**config.mk**
```make
export PLATFORM = sky130hd
export DESIGN_NAME = sorted_priority_queue_unit
export DESIGN_NICKNAME = d
export VERILOG_FILES = /design/src/rtl/spq_pkg.sv /design/src/rtl/spq_cell.sv /design/src/rtl/spq_enc.sv /design/src/rtl/sorted_priority_queue_unit.sv
export SDC_FILE = /design/constraint.sdc
export NUM_CORES = 2
export LEC_CHECK = 0
export BUFFER_PORTS_ARGS = -buffer_cell sky130_fd_sc_hd__buf_4
export CAP_MARGIN = 25
export CORE_AREA = 2 2 436 438
export DETAILED_ROUTE_END_ITERATION = 8
export DIE_AREA = 0 0 438 440
export SLEW_MARGIN = 40
export SYNTH_ARGS = -nofsm -noshare
export SYNTH_HDL_FRONTEND = slang
export SYNTH_HIERARCHICAL = 1
export SYNTH_SLANG_ARGS = --single-unit
```
**constraint.sdc**
```tcl
create_clock -name clk -period 15.4 [get_ports clk]
set_clock_uncertainty 0.05 [all_clocks]
set_input_delay 0.77 -clock clk [delete_from_list [all_inputs] [get_ports clk]]
set_output_delay 0.77 -clock clk [all_outputs]
set_load 0.005 [all_outputs]
```
**src/rtl/spq_pkg.sv**
```systemverilog
// Shared types and codes for the sorted priority queue.
`default_nettype none

package spq_pkg;

  localparam int unsigned KEY_W    = 32;
  localparam int unsigned MODE_W   = 2;
  localparam int unsigned STATUS_W = 2;
  localparam int unsigned POS_W    = 4;
  localparam int unsigned CNT_W    = 5;

  typedef enum logic [MODE_W-1:0] {
    OP_INSERT = 2'd0,
    OP_REMOVE = 2'd1,
    OP_FIND   = 2'd2
  } op_t;

  typedef enum logic [STATUS_W-1:0] {
    ST_OK      = 2'd0,
    ST_MISSING = 2'd1,
    ST_FULL    = 2'd2
  } status_t;

  // Command broadcast to every cell in the execute cycle
  typedef struct packed {
    logic                    ins;
    logic                    rem;
    logic signed [KEY_W-1:0] key;
  } cell_ctrl_t;

  // Compare flags a cell reports to its neighbor and to the top level
  typedef struct packed {
    logic lt;
    logic eq;
  } cell_flags_t;

endpackage

`default_nettype wire

```
**src/rtl/spq_cell.sv**
```systemverilog
// One storage cell of the sorted chain: compare against the key, hold or shift.
`default_nettype none

module spq_cell (
  input  logic                               clk,
  input  spq_pkg::cell_ctrl_t                ctrl,
  input  logic                               occupied,
  input  logic                               left_lt,
  input  logic signed [spq_pkg::KEY_W-1:0]   left_val,
  input  logic signed [spq_pkg::KEY_W-1:0]   right_val,
  output spq_pkg::cell_flags_t               flags,
  output logic signed [spq_pkg::KEY_W-1:0]   val,
  output logic signed [spq_pkg::KEY_W-1:0]   val_next
);
  import spq_pkg::*;

  // Compare the stored entry against the key; empty cells never match
  always_comb begin
    flags.lt = occupied && (val < ctrl.key);
    flags.eq = occupied && (val == ctrl.key);
  end

  // Pick the new entry: hold below the boundary, load or shift above it
  always_comb begin
    val_next = val;
    if (ctrl.ins && !flags.lt) begin
      val_next = left_lt ? ctrl.key : left_val;
    end else if (ctrl.rem && !flags.lt) begin
      val_next = right_val;
    end
  end

  // Entry register, written only on a changing operation
  always_ff @(posedge clk) begin
    if (ctrl.ins || ctrl.rem) begin
      val <= val_next;
    end
  end

endmodule

`default_nettype wire

```
**src/rtl/spq_enc.sv**
```systemverilog
// Boundary encoder: index of the first cell whose entry is not below the key.
`default_nettype none

module spq_enc #(
  parameter int unsigned DEPTH = 16
) (
  input  logic [DEPTH-1:0]         lt,
  output logic [$clog2(DEPTH)-1:0] pos
);
  import spq_pkg::*;

  localparam int unsigned PW = $clog2(DEPTH);

  logic [DEPTH-1:0] boundary;

  // Mark the single cell where the below-key run ends
  always_comb begin
    boundary[0] = !lt[0];
    for (int i = 1; i < DEPTH; i++) begin
      boundary[i] = lt[i-1] && !lt[i];
    end
  end

  // OR together the indexes of the marked cell
  always_comb begin
    pos = '0;
    for (int i = 0; i < DEPTH; i++) begin
      if (boundary[i]) begin
        pos = pos | PW'(i);
      end
    end
  end

endmodule

`default_nettype wire

```
**src/rtl/sorted_priority_queue_unit.sv**
```systemverilog
// Top level of the sorted priority queue: command register, cell chain, result register.
`default_nettype none

// Sorted priority queue holding up to DEPTH signed 32-bit keys, smallest first, in a
// chain of cells. Each beat is one operation (mode 0 insert, 1 remove first equal,
// 2 or 3 find) and yields exactly one result beat with status, position of the
// affected entry, smallest entry and entry count after the operation. An item passes
// through two steps: the beat is captured, then every cell compares its entry with
// the key and loads, holds or shifts from a neighbor, while the boundary encoder
// forms the position. One item executes at a time: no new beat is taken while one
// executes or while a stalled result waits; the path through the cell compares and
// the DEPTH-wide boundary encoder sets the clock period. The entry store needs no
// clearing: only entries below the count are ever looked at.
module sorted_priority_queue_unit #(
  parameter int unsigned DEPTH = 16
) (
  input  logic                                 clk,
  input  logic                                 rst,
  input  logic                                 in_valid,
  output logic                                 in_stall,
  input  logic [spq_pkg::MODE_W-1:0]           mode,
  input  logic signed [spq_pkg::KEY_W-1:0]     value,
  output logic                                 out_valid,
  input  logic                                 out_stall,
  output logic [spq_pkg::STATUS_W-1:0]         status,
  output logic [spq_pkg::POS_W-1:0]            position,
  output logic signed [spq_pkg::KEY_W-1:0]     head_value,
  output logic                                 queue_empty,
  output logic [spq_pkg::CNT_W-1:0]            entry_count
);
  import spq_pkg::*;

  localparam int unsigned PW = $clog2(DEPTH);
  localparam int unsigned CW = $clog2(DEPTH + 1);

  // Control and command registers
  logic                    busy;
  logic [MODE_W-1:0]       cmd_mode;
  logic signed [KEY_W-1:0] cmd_key;
  logic [CW-1:0]           count;
  logic [CW-1:0]           count_next;

  // Chain wiring
  cell_ctrl_t              ctrl;
  logic [DEPTH-1:0]        lt_vec;
  logic [DEPTH-1:0]        eq_vec;
  logic [DEPTH-1:0]        occ_vec;
  logic signed [KEY_W-1:0] cell_val [DEPTH];
  logic signed [KEY_W-1:0] cell_nxt [DEPTH];
  cell_flags_t             cell_flg [DEPTH];

  logic [PW-1:0]           enc_pos;
  logic                    full;
  logic                    found;
  logic                    do_ins;
  logic                    do_rem;
  status_t                 res_status;
  logic [PW-1:0]           res_pos;
  logic [31:0]             res_pos_wide;
  logic [31:0]             res_cnt_wide;

  logic in_beat;
  assign in_beat  = in_valid && !in_stall;
  assign in_stall = busy || (out_valid && out_stall);

  // Capture the command beat
  always_ff @(posedge clk) begin
    if (rst) begin
      busy <= 1'b0;
    end else begin
      busy <= in_beat;
    end
  end

  always_ff @(posedge clk) begin
    if (in_beat) begin
      cmd_mode <= mode;
      cmd_key  <= value;
    end
  end

  // Occupancy of each cell follows from the count
  always_comb begin
    for (int i = 0; i < DEPTH; i++) begin
      occ_vec[i] = (CW'(i) < count);
    end
  end

  // Cell chain
  for (genvar g = 0; g < DEPTH; g++) begin : g_cell
    logic                    left_lt;
    logic signed [KEY_W-1:0] left_val;
    logic signed [KEY_W-1:0] right_val;

    if (g == 0) begin : g_first
      assign left_lt  = 1'b1;
      assign left_val = cmd_key;
    end else begin : g_inner
      assign left_lt  = lt_vec[g-1];
      assign left_val = cell_val[g-1];
    end

    if (g == DEPTH - 1) begin : g_last
      assign right_val = cell_val[g];
    end else begin : g_mid
      assign right_val = cell_val[g+1];
    end

    spq_cell u_cell (
      .clk       (clk),
      .ctrl      (ctrl),
      .occupied  (occ_vec[g]),
      .left_lt   (left_lt),
      .left_val  (left_val),
      .right_val (right_val),
      .flags     (cell_flg[g]),
      .val       (cell_val[g]),
      .val_next  (cell_nxt[g])
    );

    assign lt_vec[g] = cell_flg[g].lt;
    assign eq_vec[g] = cell_flg[g].eq;
  end

  spq_enc #(
    .DEPTH (DEPTH)
  ) u_enc (
    .lt  (lt_vec),
    .pos (enc_pos)
  );

  assign full  = (count >= CW'(DEPTH));
  assign found = |eq_vec;

  // Decode the command into cell controls and the result
  always_comb begin
    do_ins     = 1'b0;
    do_rem     = 1'b0;
    res_status = ST_OK;
    res_pos    = '0;
    count_next = count;
    unique case (cmd_mode)
      OP_INSERT: begin
        if (full) begin
          res_status = ST_FULL;
        end else begin
          do_ins     = busy;
          res_pos    = enc_pos;
          count_next = count + CW'(1);
        end
      end
      OP_REMOVE: begin
        if (found) begin
          do_rem     = busy;
          res_pos    = enc_pos;
          count_next = count - CW'(1);
        end else begin
          res_status = ST_MISSING;
        end
      end
      default: begin
        if (found) begin
          res_pos = enc_pos;
        end else begin
          res_status = ST_MISSING;
        end
      end
    endcase
  end

  always_comb begin
    ctrl.ins = do_ins;
    ctrl.rem = do_rem;
    ctrl.key = cmd_key;
  end

  assign res_pos_wide = 32'(res_pos);
  assign res_cnt_wide = 32'(count_next);

  // Advance the count on execute
  always_ff @(posedge clk) begin
    if (rst) begin
      count <= '0;
    end else if (busy) begin
      count <= count_next;
    end
  end

  // Result register: fill on execute, drop when the beat is taken
  always_ff @(posedge clk) begin
    if (rst) begin
      out_valid <= 1'b0;
    end else if (busy) begin
      out_valid <= 1'b1;
    end else if (!out_stall) begin
      out_valid <= 1'b0;
    end
  end

  always_ff @(posedge clk) begin
    if (busy) begin
      status      <= res_status;
      position    <= res_pos_wide[POS_W-1:0];
      head_value  <= (count_next != '0) ? cell_nxt[0] : '0;
      queue_empty <= (count_next == '0);
      entry_count <= res_cnt_wide[CNT_W-1:0];
    end
  end

`ifndef SYNTH
  a_count_bound: assert property (@(posedge clk) disable iff (rst)
    count <= CW'(DEPTH))
    else $error("entry count above capacity");

  a_one_in_flight: assert property (@(posedge clk) disable iff (rst)
    !(busy && out_valid))
    else $error("execute while a result still waits");

  a_exec_result: assert property (@(posedge clk) disable iff (rst)
    busy |=> out_valid)
    else $error("execute gave no result beat");

  a_insert_count: assert property (@(posedge clk) disable iff (rst)
    (busy && cmd_mode == OP_INSERT && !full) |=> count == $past(count) + CW'(1))
    else $error("insert did not grow the count");

  a_empty_flag: assert property (@(posedge clk) disable iff (rst)
    out_valid |-> (queue_empty == (count == '0)))
    else $error("empty flag disagrees with count");
`endif

endmodule

`default_nettype wire
```
==> impl_summary.log <==
[metrics] clock period minus final worst setup slack: 5.89 ns
[metrics] beginning of the critical path: cmd_key[30]$_DFFE_PP_
[metrics] EDFF count, synth: 590
[metrics] logic depth of the worst register-to-register path: 15
[metrics] final cell area excluding filler cells: 60200 sq um
[metrics] share of power burned in combinational logic: 0.134
[metrics] placed inst area: 57800 sq um
[metrics] HPWL after DPL: 123 mm
[metrics] TritonCTS Buffers: 74
[metrics] clock-pin slew on the worst setup and hold paths: 0.06 ns
[metrics] largest net degree at the start of global routing: 116
[metrics] GR Overflow Total: 0
[metrics] setup repair after global routing missed its margin: no
[metrics] peak supply drop: 0.0000744 V
[metrics] area of the core: 189000 sq um
[metrics] syn nets: 6688
[metrics] number of antenna violations at the first check in global routing: 4
[metrics] number of hold buffers added after cts: 0
[metrics] Top-Level Pins: 84
[metrics] met1 capacity usage during global routing: 0.246
[metrics] per-cell routed wire length: 21.9 um
[metrics] CTS tree: yes
[metrics] Async S/R FF share, synth: 0
[metrics] Max Slew Vio Count: 0
[metrics] Die Span Y: 440 um
[metrics] internal reg-to-reg setup slack: 9.51 ns
[metrics] Lkg Pwr: 23.9 nW
[metrics] flops & latches, synth: 597
[metrics] Setup Total Neg Slack: 0 ns
[metrics] maximum clock insertion buffer count: 3
[metrics] part of the power in registers: 0.437
[metrics] Worst setup endpoint: position[3]$_DFFE_PP_
[metrics] ranking of synthesized cells by area: edfxtp_1 (32%), ha_1 (12%), nand2_1 (10%), mux2_2 (10%), a211o_2 (8.6%)
[metrics] share of synthesized area occupied by flip-flops and latches: 0.319
[metrics] vias after detailed routing: 47743
[metrics] routing usage on met2: 0.304
[metrics] count of TritonRoute iterations in the first routing pass: 6
[metrics] final hold violation count: 0
[metrics] clock tree root driver cell: clkbuf_16
[metrics] number of resized instances in the post-cts repair step: 0
[metrics] clk sinks: 597
[metrics] type of destination of the critical path: flop
[metrics] result of the run: finished, final reports clean
[metrics] share of cells above drive strength 1: 0.229
[metrics] number of global-route vias before repair: 46483
[metrics] critical setup path kind: reg -> reg
[metrics] headroom to the max-slew limit: 0.393
[metrics] maximum achievable frequency: 170 MHz
[metrics] commonest non-fill, non-tap cells in the layout: nand2_1 (1524), inv_1 (606), edfxtp_1 (590), ha_1 (515), mux2_2 (496)
[metrics] Post-DRT Antenna Nets: 0
[metrics] post-synthesis instance area: 56000 sq um
[metrics] clock insertion delay at the later pin of the skew report: 0.70 ns
[metrics] period utilisation layout: 0.382
[metrics] class of the tightest hold or removal check: in -> reg
[metrics] net switching power figure: 1.19 mW
[metrics] Clock Power Share: 0.428
[metrics] first-pass GRT wire length: 283 mm
[metrics] Starting Density: 0.297
[metrics] number of rows created at floorplan: 160
[metrics] area share of the largest cell type after synthesis: 0.316
[metrics] count of buffers inserted at the top-level ports: 83
[metrics] Avg Inst Size Synth: 9.13 sq um
[metrics] setup bufs post-CTS: 0
[metrics] overall power of the completed layout: 4.27 mW
[metrics] count of max-cap constraint violations: 0
[metrics] cell internal pwr: 3.08 mW
[metrics] area added between synthesis and finish: 7.60%
[metrics] final weighted congestion in routability-driven placement: 0.896
[metrics] Total Die Area: 193000 sq um
[metrics] layout net count: 6508
[metrics] GRT Resource Usage Total: 0.186
[metrics] Worst EP required: 15.80 ns
[metrics] starting DRC count in detailed routing: 5208
[metrics] areal power density over the cells: 70.8 nW/um^2
[metrics] global-route met3 utilization: 0.0310
[metrics] leading area contributor after synthesis: edfxtp_1
[metrics] hold-critical path depth: 1
[metrics] data arrival time of the critical path: 6.29 ns
[metrics] width of the die: 438 um
[metrics] wire length reported by the detailed router: 186 mm
[metrics] most common cell after layout, fill and taps aside: nand2_1
[metrics] peak fanout along the critical path: 62
[metrics] endpoints failing setup: 0
[metrics] leading register cell type out of synthesis: edfxtp_1
[metrics] Yosys Warn Count: 6
[metrics] sort of element at the start of the critical path: flop
[metrics] most crowded layer after global routing: met2
[metrics] slew at the pin closest to its max-slew limit: 0.901 ns
[metrics] gate count of the mapped netlist: 6135
[metrics] FF-to-FF End: position[3]$_DFFE_PP_
[metrics] switching share of power: 0.278
[metrics] final standard cell utilization of the core: 0.319
[metrics] RR Startpoint: cmd_key[30]$_DFFE_PP_
[metrics] number of H-tree levels: 3
[metrics] number of library cell types mapped by synthesis: 62
[metrics] number of vias per cell after detailed routing: 5.60
[metrics] drc violations: 0
## worst min-delay path by stage
stage / startpoint / to
after global routing: value[4] / cmd_key[4]$_DFFE_PP_
after CTS: value[4] / cmd_key[4]$_DFFE_PP_
after global placement: out_valid$_SDFFE_PP0P_ / out_valid$_SDFFE_PP0P_
after detailed placement: out_valid$_SDFFE_PP0P_ / out_valid$_SDFFE_PP0P_
final: value[4] / cmd_key[4]$_DFFE_PP_
after floorplan: out_valid$_SDFFE_PP0P_ / out_valid$_SDFFE_PP0P_
## power groups by stage
stage | sequential (mW) | clock [mW] | combinational (mW)
5_1_grt | 1.87 | 1.90 | 0.627
3_3_place_gp | 1.90 | 0 | 0.531
2_1_floorplan | 1.91 | 0 | 0.358
3_5_place_dp | 1.90 | 0 | 0.557
4_1_cts | 1.87 | 1.85 | 0.560
6_report | 1.87 | 1.83 | 0.572
## critical path, stage by stage (launching register included)
cell and delay, ns:
edfxtp_1 0.85, buf_4 0.34, inv_1 0.09, ha_1 0.34, and4_1 0.24, nand4_1 0.16
nor4_1 0.43, o41a_1 0.35, o211a_1 0.19, buf_4 0.55, or2_1 0.75, buf_4 0.41
nor2b_1 0.14, a2111oi_2 0.31, nand2_1 0.19, and2_1 0.19
## state kept, by name, summed over array words and instances (netlist names), 2 cells and up
| signal | count |
|---|---|
| cmd_key | 32 |
| cmd_mode | 2 |
| count | 5 |
| entry_count | 5 |
| g_cell.u_cell/val | 512 |
| head_value | 32 |
| position | 4 |
| status | 2 |
## stage by stage
stage / setup slack [ns] / cells / hold WS, ns
after floorplan: 10.28 / 6135 / 0.461
after detailed placement: 9.54 / 8389 / 0.478
after global routing: 9.28 / 8524 / 0.179
after CTS: 9.47 / 8522 / 0.164
final: 9.51 / 8524 / 0.200
after global placement: 9.32 / 8384 / 0.451
## synth_stat cells, types with 17 or more instances
cell	count
nand2_1	1524
inv_1	606
edfxtp_1	590
ha_1	515
mux2_2	496
a211o_2	480
o31ai_1	480
a21oi_1	201
clkbuf_1	201
buf_6	115
buf_2	97
a21o_1	81
nand4_1	80
nand3_1	51
and4_1	48
o21ai_0	42
nor2b_1	39
nor3_1	37
o22ai_1	33
a22oi_1	32
a31oi_1	32
clkbuf_4	32
nor2_1	29
a2111oi_4	17
a211oi_1	17
nor4_1	17
o21ai_1	17
## cell type report
type | count | area [sq um]
Sequential cell | 597 | 17900
Fill cell | 19543 | 128000
Timing Repair Buffer | 206 | 1670
Clock inverter | 40 | 427
Multi-Input combinational cell | 4453 | 32800
Antenna cell | 1 | 2.50
Inverter | 623 | 2340
Clock buffer | 93 | 1980
Tap cell | 2511 | 3140
## cell families (layout without fill, tap and decap cells)
family                     count (synthesis)  in the layout  synth area share
xor gates and xnor gates                   3              3          0.000469
AOI/OAI and AO/OA                       1523           1523             0.222
other                                      1              2         0.0000670
adders and majority gates                515            515             0.115
and+or+nand+nor                         1913           1913             0.146
buffers and inverters                   1085            962            0.0968
muxes                                    498            498             0.100
DFF                                      597            597             0.319
## per-layer routing
metal,vias to the layer above,share of wire
met5,-,0
met4,0,0.035
met3,394,0.073
met2,1875,0.47
met1,23517,0.42
li1,21957,-
Note: power is estimated with default switching activity, not from simulation.
